===== src/rtl/lrs_pkg.sv =====
// ----------------------------------------------------------------------------
// lrs_pkg
// Shared types and constants for the linear resampler.
// ----------------------------------------------------------------------------
package lrs_pkg;

    localparam int SAMPLE_W   = 16;
    localparam int DIFF_W     = SAMPLE_W + 1;
    localparam int STEP_W     = 23;
    localparam int CNT_CFG_W  = 24;
    localparam int CFG_IDX_W  = 3;
    localparam int CFG_DATA_W = 24;
    localparam int MAX_RUN    = 64;
    localparam int RUN_W      = $clog2(MAX_RUN + 1);

    // Configuration register indexes
    localparam logic [CFG_IDX_W-1:0] CFG_MONO = 3'd0;
    localparam logic [CFG_IDX_W-1:0] CFG_STEP = 3'd1;
    localparam logic [CFG_IDX_W-1:0] CFG_SRC  = 3'd2;
    localparam logic [CFG_IDX_W-1:0] CFG_OUT  = 3'd3;

    localparam logic [STEP_W-1:0]    STEP_RESET = 23'd65536;
    localparam logic [CNT_CFG_W-1:0] CNT_RESET  = 24'd1;

    localparam logic signed [SAMPLE_W-1:0] SAT_MAX = 16'sh7FFF;
    localparam logic signed [SAMPLE_W-1:0] SAT_MIN = 16'sh8000;

    typedef struct packed {
        logic                  mono;
        logic [STEP_W-1:0]     step;
        logic [CNT_CFG_W-1:0]  src_count;
        logic [CNT_CFG_W-1:0]  out_count;
    } t_cfg;

    // Pair of source frames an output is interpolated between
    typedef struct packed {
        logic signed [SAMPLE_W-1:0] older_l;
        logic signed [SAMPLE_W-1:0] older_r;
        logic signed [SAMPLE_W-1:0] newest_l;
        logic signed [SAMPLE_W-1:0] newest_r;
    } t_pair;

    typedef struct packed {
        logic signed [SAMPLE_W-1:0] left;
        logic signed [SAMPLE_W-1:0] right;
        logic                       last_of_run;
        logic                       end_of_clip;
    } t_result;

endpackage


===== src/rtl/lrs_fifo.sv =====
// ----------------------------------------------------------------------------
// lrs_fifo
// Small register FIFO with occupancy count; head word shown combinationally.
// ----------------------------------------------------------------------------
module lrs_fifo #(
    parameter int WIDTH = 8,
    parameter int DEPTH = 4
) (
    input  logic                           i_clk,
    input  logic                           i_rst_n,
    input  logic                           i_push,
    input  logic [WIDTH-1:0]               i_wdata,
    input  logic                           i_pop,
    output logic [WIDTH-1:0]               o_rdata,
    output logic                           o_full,
    output logic                           o_empty,
    output logic [$clog2(DEPTH+1)-1:0]     o_count
);
    localparam int AW = $clog2(DEPTH);
    localparam int CW = $clog2(DEPTH + 1);

    logic [WIDTH-1:0] r_mem [DEPTH];
    logic [AW-1:0]    r_wptr, r_rptr;
    logic [CW-1:0]    r_count;
    logic             do_push, do_pop;

    assign o_full  = (r_count == CW'(DEPTH));
    assign o_empty = (r_count == '0);
    assign o_count = r_count;
    assign o_rdata = r_mem[r_rptr];
    assign do_push = i_push && !o_full;
    assign do_pop  = i_pop && !o_empty;

    always_ff @(posedge i_clk) begin
        if (!i_rst_n) begin
            r_wptr  <= '0;
            r_rptr  <= '0;
            r_count <= '0;
        end else begin
            if (do_push) begin
                r_wptr <= (r_wptr == AW'(DEPTH - 1)) ? '0 : r_wptr + 1'b1;
            end
            if (do_pop) begin
                r_rptr <= (r_rptr == AW'(DEPTH - 1)) ? '0 : r_rptr + 1'b1;
            end
            if (do_push && !do_pop) begin
                r_count <= r_count + 1'b1;
            end else if (do_pop && !do_push) begin
                r_count <= r_count - 1'b1;
            end
        end
    end

    always_ff @(posedge i_clk) begin
        if (do_push) begin
            r_mem[r_wptr] <= i_wdata;
        end
    end

endmodule


===== src/rtl/lrs_front.sv =====
// ----------------------------------------------------------------------------
// lrs_front
// Frame intake: counts source frames, keeps the last pair, and makes a job
// for the output sequencer per accepted frame but a longer clip's first.
// ----------------------------------------------------------------------------
module lrs_front #(
    parameter int COUNT_BITS = 24
) (
    input  logic                                 i_clk,
    input  logic                                 i_rst_n,
    input  lrs_pkg::t_cfg                        i_cfg,
    input  logic                                 i_push,
    input  logic signed [lrs_pkg::SAMPLE_W-1:0]  i_left,
    input  logic signed [lrs_pkg::SAMPLE_W-1:0]  i_right,
    input  logic                                 i_job_full,
    output logic                                 o_full,
    output logic                                 o_job_push,
    output lrs_pkg::t_pair                       o_job_pair,
    output logic [COUNT_BITS-1:0]                o_job_k,
    output logic                                 o_job_final
);
    import lrs_pkg::*;

    logic [COUNT_BITS-1:0]       r_frames;
    logic signed [SAMPLE_W-1:0]  r_older_l, r_older_r, r_prev_l, r_prev_r;
    logic [COUNT_BITS-1:0]       src_cnt;
    logic signed [SAMPLE_W-1:0]  right_in;
    logic                        accept, in_clip, first_frame, final_f;

    assign o_full = i_job_full;

    always_comb begin
        src_cnt = COUNT_BITS'(i_cfg.src_count);
        if (src_cnt == '0) begin
            src_cnt = COUNT_BITS'(1);
        end
        accept      = i_push && !i_job_full;
        in_clip     = (r_frames < src_cnt);
        first_frame = in_clip && (r_frames == '0);
        right_in    = i_cfg.mono ? i_left : i_right;
        final_f     = in_clip ? (r_frames == src_cnt - 1'b1) : 1'b1;

        if (in_clip) begin
            o_job_k             = r_frames;
            o_job_pair.newest_l = i_left;
            o_job_pair.newest_r = right_in;
            o_job_pair.older_l  = first_frame ? i_left : r_prev_l;
            o_job_pair.older_r  = first_frame ? right_in : r_prev_r;
        end else begin
            // past the clip: samples are dropped, the kept pair is reused
            o_job_k             = src_cnt - 1'b1;
            o_job_pair.newest_l = r_prev_l;
            o_job_pair.newest_r = r_prev_r;
            o_job_pair.older_l  = r_older_l;
            o_job_pair.older_r  = r_older_r;
        end
        o_job_final = final_f;
        o_job_push  = accept && !(first_frame && !final_f);
    end

    always_ff @(posedge i_clk) begin
        if (!i_rst_n) begin
            r_frames  <= '0;
            r_older_l <= '0;
            r_older_r <= '0;
            r_prev_l  <= '0;
            r_prev_r  <= '0;
        end else if (accept && in_clip) begin
            r_frames  <= r_frames + 1'b1;
            r_older_l <= o_job_pair.older_l;
            r_older_r <= o_job_pair.older_r;
            r_prev_l  <= o_job_pair.newest_l;
            r_prev_r  <= o_job_pair.newest_r;
        end
    end

endmodule


===== src/rtl/lrs_back.sv =====
// ----------------------------------------------------------------------------
// lrs_back
// Output sequencer and interpolation pipeline: walks the position
// accumulator for one job, one output per cycle while the result queue and
// pipe have room, through a subtract/clamp, multiply and round/saturate pipe.
// ----------------------------------------------------------------------------
module lrs_back #(
    parameter int FRAC_BITS  = 16,
    parameter int COUNT_BITS = 24,
    parameter int RES_DEPTH  = 4
) (
    input  logic                                 i_clk,
    input  logic                                 i_rst_n,
    input  lrs_pkg::t_cfg                        i_cfg,
    input  logic                                 i_job_empty,
    input  lrs_pkg::t_pair                       i_job_pair,
    input  logic [COUNT_BITS-1:0]                i_job_k,
    input  logic                                 i_job_final,
    output logic                                 o_job_pop,
    input  logic [$clog2(RES_DEPTH+1)-1:0]       i_res_count,
    output logic                                 o_res_push,
    output lrs_pkg::t_result                     o_res
);
    import lrs_pkg::*;

    localparam int POS_BITS = COUNT_BITS + FRAC_BITS;
    localparam int FRAC_W   = FRAC_BITS + DIFF_W;
    localparam int PROD_W   = FRAC_W + DIFF_W;
    localparam int Q_W      = PROD_W - FRAC_BITS;
    localparam int HW       = COUNT_BITS + DIFF_W + 1;
    localparam int RC_W     = $clog2(RES_DEPTH + 1) + 1;

    localparam logic signed [HW-1:0]     HI_MAX   = HW'((1 << (DIFF_W - 1)) - 1);
    localparam logic signed [HW-1:0]     HI_MIN   = HW'(-(1 << (DIFF_W - 1)));
    localparam logic signed [FRAC_W-1:0] FRAC_MAX = {1'b0, {(FRAC_W-1){1'b1}}};
    localparam logic signed [FRAC_W-1:0] FRAC_MIN = {1'b1, {(FRAC_W-1){1'b0}}};
    localparam logic signed [PROD_W-1:0] HALF     =
        {{(PROD_W-FRAC_BITS){1'b0}}, 1'b1, {(FRAC_BITS-1){1'b0}}};
    localparam logic signed [Q_W:0]      R_MAX    = (Q_W+1)'(SAT_MAX);
    localparam logic signed [Q_W:0]      R_MIN    = (Q_W+1)'(SAT_MIN);

    localparam logic ST_IDLE = 1'b0;
    localparam logic ST_RUN  = 1'b1;

    // Round half up, add to the older sample, saturate
    function automatic logic signed [SAMPLE_W-1:0] finish(
        input logic signed [PROD_W-1:0]   prod,
        input logic signed [SAMPLE_W-1:0] a
    );
        logic signed [PROD_W-1:0] p;
        logic signed [Q_W-1:0]    q;
        logic signed [Q_W:0]      r;
        p = prod + HALF;
        q = $signed(p[PROD_W-1:FRAC_BITS]);
        r = $signed((Q_W+1)'(a)) + $signed((Q_W+1)'(q));
        if (r > R_MAX) begin
            finish = SAT_MAX;
        end else if (r < R_MIN) begin
            finish = SAT_MIN;
        end else begin
            finish = r[SAMPLE_W-1:0];
        end
    endfunction

    // sequencer state
    logic                        r_state, n_state;
    logic [POS_BITS-1:0]         r_pos, n_pos;
    logic [COUNT_BITS-1:0]       r_emitted, n_emitted;
    logic [RUN_W-1:0]            r_run, n_run;
    logic [COUNT_BITS-1:0]       r_k, r_kb;
    logic                        r_final;
    logic signed [SAMPLE_W-1:0]  r_a_l, r_a_r;
    logic signed [DIFF_W-1:0]    r_d_l, r_d_r;

    // pipeline stage 1: fraction
    logic                        r_s1_v;
    logic signed [FRAC_W-1:0]    r_s1_frac;
    logic signed [SAMPLE_W-1:0]  r_s1_a_l, r_s1_a_r;
    logic signed [DIFF_W-1:0]    r_s1_d_l, r_s1_d_r;
    logic                        r_s1_last, r_s1_eoc;

    // pipeline stage 2: products
    logic                        r_s2_v;
    logic signed [PROD_W-1:0]    r_s2_prod_l, r_s2_prod_r;
    logic signed [SAMPLE_W-1:0]  r_s2_a_l, r_s2_a_r;
    logic                        r_s2_last, r_s2_eoc;

    logic [COUNT_BITS-1:0]       out_cnt, pos_hi, pos_next_hi, emit_next;
    logic [POS_BITS-1:0]         pos_next;
    logic [RUN_W-1:0]            run_next;
    logic signed [HW-1:0]        hi_diff;
    logic signed [FRAC_W-1:0]    frac;
    logic                        credit, go, more, issue;

    always_comb begin
        out_cnt = COUNT_BITS'(i_cfg.out_count);
        if (out_cnt == '0) begin
            out_cnt = COUNT_BITS'(1);
        end
        pos_hi      = r_pos[POS_BITS-1:FRAC_BITS];
        pos_next    = r_pos + POS_BITS'(i_cfg.step);
        pos_next_hi = pos_next[POS_BITS-1:FRAC_BITS];
        emit_next   = r_emitted + 1'b1;
        run_next    = r_run + 1'b1;

        credit = (RC_W'(i_res_count) + RC_W'(r_s1_v) + RC_W'(r_s2_v)) < RC_W'(RES_DEPTH);
        go     = (r_run < RUN_W'(MAX_RUN)) && (r_emitted < out_cnt)
                 && (r_final || (pos_hi < r_k));
        // look one output ahead to flag the end of this run
        more   = (run_next < RUN_W'(MAX_RUN)) && (emit_next < out_cnt)
                 && (r_final || (pos_next_hi < r_k));
        issue  = (r_state == ST_RUN) && credit && go;

        hi_diff = $signed(HW'(pos_hi)) - $signed(HW'(r_kb));
        if (hi_diff > HI_MAX) begin
            frac = FRAC_MAX;
        end else if (hi_diff < HI_MIN) begin
            frac = FRAC_MIN;
        end else begin
            frac = {hi_diff[DIFF_W-1:0], r_pos[FRAC_BITS-1:0]};
        end
    end

    assign o_job_pop = (r_state == ST_IDLE) && !i_job_empty;

    always_comb begin
        n_state   = r_state;
        n_pos     = r_pos;
        n_emitted = r_emitted;
        n_run     = r_run;
        unique case (r_state)
            ST_IDLE: begin
                if (!i_job_empty) begin
                    n_state = ST_RUN;
                    n_run   = '0;
                end
            end
            ST_RUN: begin
                if (issue) begin
                    n_pos     = pos_next;
                    n_emitted = emit_next;
                    n_run     = run_next;
                    if (!more) begin
                        n_state = ST_IDLE;
                    end
                end else if (credit) begin
                    // nothing due for this job
                    n_state = ST_IDLE;
                end
            end
            default: begin
                n_state = ST_IDLE;
            end
        endcase
    end

    always_ff @(posedge i_clk) begin
        if (!i_rst_n) begin
            r_state   <= ST_IDLE;
            r_pos     <= '0;
            r_emitted <= '0;
            r_run     <= '0;
            r_s1_v    <= 1'b0;
            r_s2_v    <= 1'b0;
        end else begin
            r_state   <= n_state;
            r_pos     <= n_pos;
            r_emitted <= n_emitted;
            r_run     <= n_run;
            r_s1_v    <= issue;
            r_s2_v    <= r_s1_v;
        end
    end

    always_ff @(posedge i_clk) begin
        if (o_job_pop) begin
            r_k     <= i_job_k;
            r_kb    <= (i_job_k == '0) ? '0 : i_job_k - 1'b1;
            r_final <= i_job_final;
            r_a_l   <= i_job_pair.older_l;
            r_a_r   <= i_job_pair.older_r;
            r_d_l   <= DIFF_W'(i_job_pair.newest_l) - DIFF_W'(i_job_pair.older_l);
            r_d_r   <= DIFF_W'(i_job_pair.newest_r) - DIFF_W'(i_job_pair.older_r);
        end
        if (issue) begin
            r_s1_frac <= frac;
            r_s1_a_l  <= r_a_l;
            r_s1_a_r  <= r_a_r;
            r_s1_d_l  <= r_d_l;
            r_s1_d_r  <= r_d_r;
            r_s1_last <= !more;
            r_s1_eoc  <= (emit_next == out_cnt);
        end
        r_s2_prod_l <= r_s1_d_l * r_s1_frac;
        r_s2_prod_r <= r_s1_d_r * r_s1_frac;
        r_s2_a_l    <= r_s1_a_l;
        r_s2_a_r    <= r_s1_a_r;
        r_s2_last   <= r_s1_last;
        r_s2_eoc    <= r_s1_eoc;
    end

    assign o_res_push        = r_s2_v;
    assign o_res.left        = finish(r_s2_prod_l, r_s2_a_l);
    assign o_res.right       = finish(r_s2_prod_r, r_s2_a_r);
    assign o_res.last_of_run = r_s2_last;
    assign o_res.end_of_clip = r_s2_eoc;

endmodule


===== src/rtl/linear_resampler_stereo_top.sv =====
// ----------------------------------------------------------------------------
// linear_resampler_stereo_top
// Streaming linear-interpolation resampler with stereo output.
// ----------------------------------------------------------------------------
//  channel   direction  handshake                   payload
//  -------   ---------  --------------------------  ---------------------------
//  frames    in         push / full                 i_left_sample, i_right_sample
//  results   out        empty / pop                 o_left_out, o_right_out,
//                                                   o_last_of_run, o_end_of_clip
//  config    in         i_cfg_valid / o_cfg_ready   i_cfg_index, i_cfg_data
//
// A frame is taken while the two-entry job queue has room.
// The sequencer loads a job, then issues one output per cycle while the
// result queue and pipe have room (up to 64 per frame); each result passes
// through the stage 1 and stage 2 registers into the four-entry result queue.
// The first frame of a longer clip makes no job. Reset clears counters,
// position, kept samples and queues, and returns configuration to defaults.
// A stalled pop holds issue once the result queue and pipe are full.
// ----------------------------------------------------------------------------
module linear_resampler_stereo_top #(
    parameter int FRAC_BITS  = 16,
    parameter int COUNT_BITS = 24
) (
    input  logic                                   i_clk,
    input  logic                                   i_rst_n,
    input  logic                                   push,
    output logic                                   full,
    input  logic signed [lrs_pkg::SAMPLE_W-1:0]    i_left_sample,
    input  logic signed [lrs_pkg::SAMPLE_W-1:0]    i_right_sample,
    output logic                                   empty,
    input  logic                                   pop,
    output logic signed [lrs_pkg::SAMPLE_W-1:0]    o_left_out,
    output logic signed [lrs_pkg::SAMPLE_W-1:0]    o_right_out,
    output logic                                   o_last_of_run,
    output logic                                   o_end_of_clip,
    input  logic                                   i_cfg_valid,
    output logic                                   o_cfg_ready,
    input  logic [lrs_pkg::CFG_IDX_W-1:0]          i_cfg_index,
    input  logic [lrs_pkg::CFG_DATA_W-1:0]         i_cfg_data
);
    import lrs_pkg::*;

    localparam int JOB_DEPTH = 2;
    localparam int RES_DEPTH = 4;
    localparam int JOB_W     = $bits(t_pair) + COUNT_BITS + 1;
    localparam int RES_W     = $bits(t_result);
    localparam int JOB_CW    = $clog2(JOB_DEPTH + 1);
    localparam int RES_CW    = $clog2(RES_DEPTH + 1);

    t_cfg                   r_cfg;

    logic                   job_push, job_pop, job_full, job_empty;
    t_pair                  job_pair_in, job_pair_out;
    logic [COUNT_BITS-1:0]  job_k_in, job_k_out;
    logic                   job_final_in, job_final_out;
    logic [JOB_W-1:0]       job_rdata;
    logic [JOB_CW-1:0]      job_count;

    logic                   res_push;
    t_result                res_in, res_head;
    logic [RES_W-1:0]       res_rdata;
    logic [RES_CW-1:0]      res_count;

    // configuration registers
    assign o_cfg_ready = 1'b1;

    always_ff @(posedge i_clk) begin
        if (!i_rst_n) begin
            r_cfg.mono      <= 1'b0;
            r_cfg.step      <= STEP_RESET;
            r_cfg.src_count <= CNT_RESET;
            r_cfg.out_count <= CNT_RESET;
        end else if (i_cfg_valid) begin
            unique case (i_cfg_index)
                CFG_MONO: r_cfg.mono      <= i_cfg_data[0];
                CFG_STEP: r_cfg.step      <= i_cfg_data[STEP_W-1:0];
                CFG_SRC:  r_cfg.src_count <= i_cfg_data[CNT_CFG_W-1:0];
                CFG_OUT:  r_cfg.out_count <= i_cfg_data[CNT_CFG_W-1:0];
                default: begin
                end
            endcase
        end
    end

    lrs_front #(
        .COUNT_BITS (COUNT_BITS)
    ) u_front (
        .i_clk       (i_clk),
        .i_rst_n     (i_rst_n),
        .i_cfg       (r_cfg),
        .i_push      (push),
        .i_left      (i_left_sample),
        .i_right     (i_right_sample),
        .i_job_full  (job_full),
        .o_full      (full),
        .o_job_push  (job_push),
        .o_job_pair  (job_pair_in),
        .o_job_k     (job_k_in),
        .o_job_final (job_final_in)
    );

    lrs_fifo #(
        .WIDTH (JOB_W),
        .DEPTH (JOB_DEPTH)
    ) u_job_q (
        .i_clk   (i_clk),
        .i_rst_n (i_rst_n),
        .i_push  (job_push),
        .i_wdata ({job_pair_in, job_k_in, job_final_in}),
        .i_pop   (job_pop),
        .o_rdata (job_rdata),
        .o_full  (job_full),
        .o_empty (job_empty),
        .o_count (job_count)
    );

    assign job_pair_out  = t_pair'(job_rdata[JOB_W-1 -: $bits(t_pair)]);
    assign job_k_out     = job_rdata[COUNT_BITS:1];
    assign job_final_out = job_rdata[0];

    lrs_back #(
        .FRAC_BITS  (FRAC_BITS),
        .COUNT_BITS (COUNT_BITS),
        .RES_DEPTH  (RES_DEPTH)
    ) u_back (
        .i_clk       (i_clk),
        .i_rst_n     (i_rst_n),
        .i_cfg       (r_cfg),
        .i_job_empty (job_empty || (job_count == '0)),
        .i_job_pair  (job_pair_out),
        .i_job_k     (job_k_out),
        .i_job_final (job_final_out),
        .o_job_pop   (job_pop),
        .i_res_count (res_count),
        .o_res_push  (res_push),
        .o_res       (res_in)
    );

    lrs_fifo #(
        .WIDTH (RES_W),
        .DEPTH (RES_DEPTH)
    ) u_res_q (
        .i_clk   (i_clk),
        .i_rst_n (i_rst_n),
        .i_push  (res_push),
        .i_wdata (res_in),
        .i_pop   (pop),
        .o_rdata (res_rdata),
        .o_full  (),
        .o_empty (empty),
        .o_count (res_count)
    );

    assign res_head      = t_result'(res_rdata);
    assign o_left_out    = res_head.left;
    assign o_right_out   = res_head.right;
    assign o_last_of_run = res_head.last_of_run;
    assign o_end_of_clip = res_head.end_of_clip;

endmodule


===== config.mk =====
export PLATFORM = sky130hd
export DESIGN_NAME = linear_resampler_stereo_top
export DESIGN_NICKNAME = d
export VERILOG_FILES = /design/src/rtl/lrs_pkg.sv /design/src/rtl/lrs_fifo.sv /design/src/rtl/lrs_front.sv /design/src/rtl/lrs_back.sv /design/src/rtl/linear_resampler_stereo_top.sv
export SDC_FILE = /design/constraint.sdc
export NUM_CORES = 2
export LEC_CHECK = 0
export BUFFER_PORTS_ARGS = -buffer_cell sky130_fd_sc_hd__buf_2
export CAP_MARGIN = 40
export CORE_ASPECT_RATIO = 1.25
export CORE_MARGIN = 2
export CORE_UTILIZATION = 25
export DETAILED_ROUTE_END_ITERATION = 6
export HOLD_SLACK_MARGIN = 0.15
export PLACE_DENSITY = 0.45
export SLEW_MARGIN = 20
export SYNTH_ARGS = -nofsm -noshare
export SYNTH_HDL_FRONTEND = slang
export SYNTH_SLANG_ARGS = --single-unit

===== constraint.sdc =====
create_clock -name i_clk -period 7.9 [get_ports i_clk]
set_clock_uncertainty 0.2 [all_clocks]
set_input_delay 1.58 -clock i_clk [delete_from_list [all_inputs] [get_ports i_clk]]
set_output_delay 1.58 -clock i_clk [all_outputs]
set_load 0.1 [all_outputs]

[After elaboration in Yosys (flattened, before gate mapping)]
Memories as Yosys holds them, arrays and structs flattened. A register that Yosys moved wholly into a read port is not among the register bits.
Index checks and enable logic that the tools add are counted.
Word-level totals
  register bits: 595
  RAM bits: 314
  bits of input ports: 64
  output and inout bits: 37
  logic and storage cells: 179
  memories: 2
Cells by class
  $add $sub $neg: 23
  $mul: 2
  magnitude comparators: 14
  eq/ne operators: 11
  muxes and demuxes: 37
  bitwise gates (word level): 1
  reductions and logical operators: 48
Memories
  u_job_q.r_mem: words 2, bits a word 89, rd ports 1, clocked after Yosys merged registers in 1, wr ports 1, line lrs_fifo.sv:22  | logic [WIDTH-1:0] r_mem [DEPTH];
  u_res_q.r_mem: words 4, bits a word 34, rd ports 1, clocked after Yosys merged registers in 1, wr ports 1, line lrs_fifo.sv:22
Operators with widths (number)
  24-bit less-than comparator: 5
  16-bit two-way mux: 7
  50-bit by 17-bit adder with 50-bit output, second input constant: 2
  17-bit by 33-bit multiplier with 50-bit output: 2
  24-bit logical NOT: 4
  24-bit two-way mux: 3
  16-bit by 34-bit adder with 35-bit output: 2
  35-bit by 16-bit greater-than comparator with 1-bit output, second input constant: 2
  35-bit by 16-bit less-than comparator with 1-bit output, second input constant: 2
  64-bit two-way mux: 1
  24-bit by 1-bit adder with 24-bit output, second input constant: 2
  24-bit == test: 2
  24-bit by 1-bit subtractor with 24-bit output, second input constant: 2
  42-bit by 17-bit greater-than comparator with 1-bit output, second input constant: 1
  42-bit by 17-bit less-than comparator with 1-bit output, second input constant: 1
  40-bit by 23-bit adder with 40-bit output: 1
  16-bit by 16-bit subtractor with 17-bit output: 2
  33-bit two-way mux: 1
  24-bit by 24-bit subtractor with 25-bit output: 1
  1-bit logical AND: 20
  7-bit less-than comparator, second input constant: 2
  7-bit two-way mux: 2
  7-bit one-hot mux with 2 select lines: 1
  1-bit two-way mux: 13
  other kinds (24): 55

[Longest topological paths before layout]
  depth in word-level cells: 14
  depth in mapped cells: 27
  depth with buffers taken out: 26

[Hierarchy]
A second synthesis with hierarchy kept.
Second synthesis, totals
  cell total of the unflattened synthesis: 8448
  area total of the unflattened synthesis: 83542.6 um^2
By module, submodules not included
  lrs_back: instances 1, cells each 6672, area each 61720.4 um^2, seq. area each 10049.6 um^2
  lrs_front: instances 1, cells each 976, area each 6915.4 um^2, seq. area each 1761.7 um^2
  lrs_fifo at u_job_q: instances 1, cells each 302, area each 6687.7 um^2, seq. area each 5445.2 um^2
  lrs_fifo at u_res_q: instances 1, cells each 229, area each 5435.2 um^2, seq. area each 4264.1 um^2
  linear_resampler_stereo_top: instances 1, cells each 269, area each 2783.9 um^2, seq. area each 1441.4 um^2

[Worst setup path after synthesis]
No wires, ideal clock.
  kind: flip-flop to flip-flop
  start point: reg r_cfg[33] (netlist name)
  end point: mem u_job_q.r_mem[0][0] (netlist name) (enable)
  library setup time: 0.537 ns
  arrival time: 7.453 ns
  required time: 7.163 ns
  setup slack: -0.291 ns
  stages on the path, launching flop included: 20
  path buffers: 2
  period minus slack after synthesis: 8.191 ns
  cell sequence: dfxtp_1 -> clkbuf_1 -> or4_1 -> nor4_1 -> buf_2 -> nand4_1 -> nor2_1 -> nor2_1 -> ha_1 -> nor3b_1 -> and4_1 -> and3_1 -> xnor2_1 -> xor2_1 -> nand2_1 -> nor4_1 -> and4_1 -> a31o_2 -> o21ai_1 -> nor2_1
On the way
  cells in the longest elaborated chain, start to end: 12
  elaborated cells on any way between the ends: 14
  those cells by class: 1 x add/sub; 1 x order compare; 1 x eq/ne; 4 x mux; 7 x reduce/logical
RTL lines
  start: declaration: line linear_resampler_stereo_top.sv:50  | t_cfg r_cfg;
  24-bit logical NOT: line lrs_front.sv:34  | if (src_cnt == '0) begin
  24-bit two-way mux *: line lrs_front.sv:34
  24-bit by 1-bit subtractor with 24-bit output: line lrs_front.sv:41  | final_f = in_clip ? (r_frames == src_cnt - 1'b1) : 1'b1;
  24-bit == test: line lrs_front.sv:41
  1-bit two-way mux *: line lrs_front.sv:41
  via job_final_in: line linear_resampler_stereo_top.sv:55  | logic job_final_in, job_final_out;
  1-bit logical NOT *: line lrs_front.sv:58  | o_job_push = accept && !(first_frame && !final_f);
  1-bit logical AND *: line lrs_front.sv:58
  1-bit logical NOT *: line lrs_front.sv:58
  1-bit logical AND *: line lrs_front.sv:58
  1-bit logical AND *: line lrs_fifo.sv:31  | assign do_push = i_push && !o_full;
  1-bit two-way mux *: line lrs_fifo.sv:55  | if (do_push) begin
  1-bit two-way mux (not written as such) *: line lrs_fifo.sv:56  | r_mem[r_wptr] <= i_wdata;
  end: declaration: line lrs_fifo.sv:22
Mark *: on every way through the listed nets, which the timed path passes. The rest lies on a longest branch.

[Worst setup path after layout]
  start point: reg u_back.r_s1_d_l[5]
  end point: reg u_back.r_s2_prod_l[48]
On the way
  cells in the longest elaborated chain, start to end: 1
RTL lines
  start: declaration: line lrs_back.sv:79  | logic signed [DIFF_W-1:0] r_s1_d_l, r_s1_d_r;
  start signal: assignment: line lrs_back.sv:189  | r_s1_d_l <= r_d_l;
  17-bit by 33-bit multiplier with 50-bit output: line lrs_back.sv:194  | r_s2_prod_l <= r_s1_d_l * r_s1_frac;
  end signal: assignment: line lrs_back.sv:194
  end: declaration: line lrs_back.sv:84  | logic signed [PROD_W-1:0] r_s2_prod_l, r_s2_prod_r;
No other way between the ends.
A chain may end at the register's enable or synchronous reset.

==> metrics <==
IO Count ~100; Row Count 234; Register Area approximately 23000 um^2; xor/xnor cell area share of the yosys netlist 4.06%; Final Max Tran Viols 0; IO buf count 99; effective utilization at floorplan 25.2%; HPWL after detailed placement approximately 190 mm; Final min period about 7.4 ns; CP most frequent cell fa_1; clock sinks roughly 900; Routed WL per cell about 19 um; total of warnings raised by yosys 0; Core ar. around 330000 um^2; Synth Flop Type edfxtp_1; CP max stage delay 0.60 ns; Critical Path Sink Type flip-flop; Die Footprint around 330000 um^2; Synth Area in Compound Gates ~8.0%; Multi-input gate area 52600 um^2; number of flops mapped to enable cells by yosys between 500 and 600; Total Wirelength 237 mm; vias per cell between 4 and 5; WP buf/inv 6; Die Width a little over 500 um; Synth Area in Simple Gates about 15%; Filler Cell Count 34200; initial antenna violation count 20; clock tree buffer depth 3; Syn Nets 9921; R2R Setup Slk 0.47 ns; hold slack 0.143 ns; DR vias around 57000; synthesized cell area around 80000 um^2; global-route wire length before repair ~370 mm; largest family of logic cells by synthesized area adder cells; Area growth, synth to finish 12.8%; Slew @ Worst Pin a little over 0.8 ns; Placer Congestion 0.854; final count of hold timing violations 0; fmax 135 MHz; largest net degree at the start of global routing 75; multiplexer share of the synthesized area roughly 3.2%; Root Buffer clkbuf_16; Setup Viol. Count Final 0; cell count after synthesis 8273; Num CTS Buffers about 100; Arr. time, crit path between 7 and 8 ns; CP Class flip-flop to flip-flop; post-synth cell types 101; ANT nets after route 0; overall routing resource usage about 14%; htree depth 3; Remaining DRCs 0; Clock transition at path regs 0.06 ns; post-synthesis average cell area 9.89 um^2; vias in the first global route about 61000; adder-cell area share of the yosys netlist 34.1%; die height roughly 640 um; CP max stage cell edfxtp_1; max-cap violations 0; #FFs+latches synth 882; CP startpoint kind flip-flop; ratio of cells with drive above 1 in the final layout under 10%; TritonCTS clock tree yes; total global routing overflow 0; final period utilization 94.1%; drt pass-1 iters 5; fraction of registers with async set/reset 0%; hold crit path type flip-flop to flip-flop; final net count about 10000; CP required roughly 8.4 ns; Max FO, Critical Path 9; Worst slew margin approximately 45%; DRT iter0 DRCs around 2900; Clock Latency Late Sink around 0.75 ns; status complete, no violations; post-synthesis sequential area ratio between 20 and 30%; Top delay family on crit path adder cells
[kinds of logic after synthesis]
logic type / Yosys count
simple gates: 2527
other cells: 1
compound gates: 1010
flops: 882
xor+xnor: 379
fa+ha+maj: 1584
buf+inv: 1676
mux: 214
[state kept, by name, indices dropped and copies added (netlist names), 24 cells and up, named ones only]
name and cells:
r_cfg 72, u_back.r_emitted 24, u_back.r_k 24, u_back.r_kb 24, u_back.r_pos 40, u_back.r_s1_frac 33
u_back.r_s2_prod_l 35, u_back.r_s2_prod_r 35, u_front.r_frames 24, u_job_q.r_mem 178, u_res_q.r_mem 136
[placed cells by master (no fill, tap or decap), types with 138 or more instances in the layout]
| cell type | netlist | routed |
|---|---|---|
| ha_1 | 507 | 507 |
| a21o_1 | 170 | 170 |
| inv_1 | 1310 | 1308 |
| fa_1 | 1077 | 1077 |
| edfxtp_1 | 530 | 530 |
| o21ai_0 | 190 | 189 |
| dfxtp_1 | 352 | 349 |
| nand2_1 | 1016 | 1016 |
| xor2_1 | 138 | 138 |
| nor2_1 | 413 | 409 |
| xnor2_1 | 241 | 241 |
| and2_1 | 500 | 496 |
| a21oi_1 | 337 | 337 |
| buf_4 | 3 | 157 |
[routing by layer]
metal | vias to the layer above | track usage [%] | share of wire (%)
li1 | 26800 | - | -
met1 | 28800 | 18.0 | 43
met2 | 882 | 25.8 | 51
met3 | 258 | 1.27 | 2.8
met4 | 2 | 4.25 | 3.2
met5 | - | 0 | 0.0055
[final timing paths]
kind                      start                      to  cells after the start
min reg2reg  u_back.r_s1_a_r[8]      u_back.r_s2_a_r[8]                      0
max reg2reg  u_back.r_s1_d_l[5]  u_back.r_s2_prod_l[48]                     25
max          u_back.r_s1_d_l[5]  u_back.r_s2_prod_l[48]                     25
min          u_back.r_s1_a_r[8]      u_back.r_s2_a_r[8]                      0
[what timing repair did]
item / in CTS / in global routing
hold buffers: 7 / 0
endpoints found under the hold margin: 7 / 0
buffers inserted: 0 / 4
endpoints found under the setup margin: 0 / 6
resized for setup: 0 / 2
[cells in the mapped netlist, types with 45 or more instances]
cell type / instances / area (um^2)
a21o_1: 170 / 1280
clkbuf_1: 336 / 1260
nand4_1: 72 / 450
mux2i_1: 112 / 1120
dfxtp_1: 352 / 7050
and3_1: 57 / 357
a211oi_1: 55 / 413
xnor2_1: 241 / 2110
inv_1: 1310 / 4920
o21ai_0: 190 / 951
ha_1: 507 / 6340
fa_1: 1077 / 21600
xor2_1: 138 / 1210
and2_1: 500 / 3130
nor2_1: 413 / 1550
a21oi_1: 337 / 1690
nand2b_1: 53 / 332
mux2_2: 68 / 766
nor2b_1: 46 / 288
edfxtp_1: 530 / 15900
nor4_1: 45 / 282
nand3_1: 135 / 676
o21a_1: 46 / 345
nor3_1: 76 / 380
nand2_1: 1016 / 3810
[stage by stage]
stage                TNS, ns  instance area [um^2]  instances  utilization, %  setup slack, ns
finish                     0                 92300      12800            28.4            0.467
global route        -0.00312                 92300      12800            28.4         -0.00312
CTS                        0                 92100      12800            28.3            0.276
detailed placement         0                 88400      12600            27.2            0.258
global placement           0                 88100      12600            27.1            0.283
floorplan             -51.74                 81800       8273               -           -0.291
[layout make-up]
type	instances	area share [%]
Sequential cell	882	24.9
Clock buffer	124	2.92
Clock inverter	64	0.938
Multi-Input combinational cell	5715	57.0
Timing Repair Buffer	313	2.93
Tap cell	4366	5.92
Inverter	1313	5.35
Antenna cell	32	0.0867
Power is not shown: default switching activity piles up to over one toggle a cycle in this logic, so the estimate is an artifact.
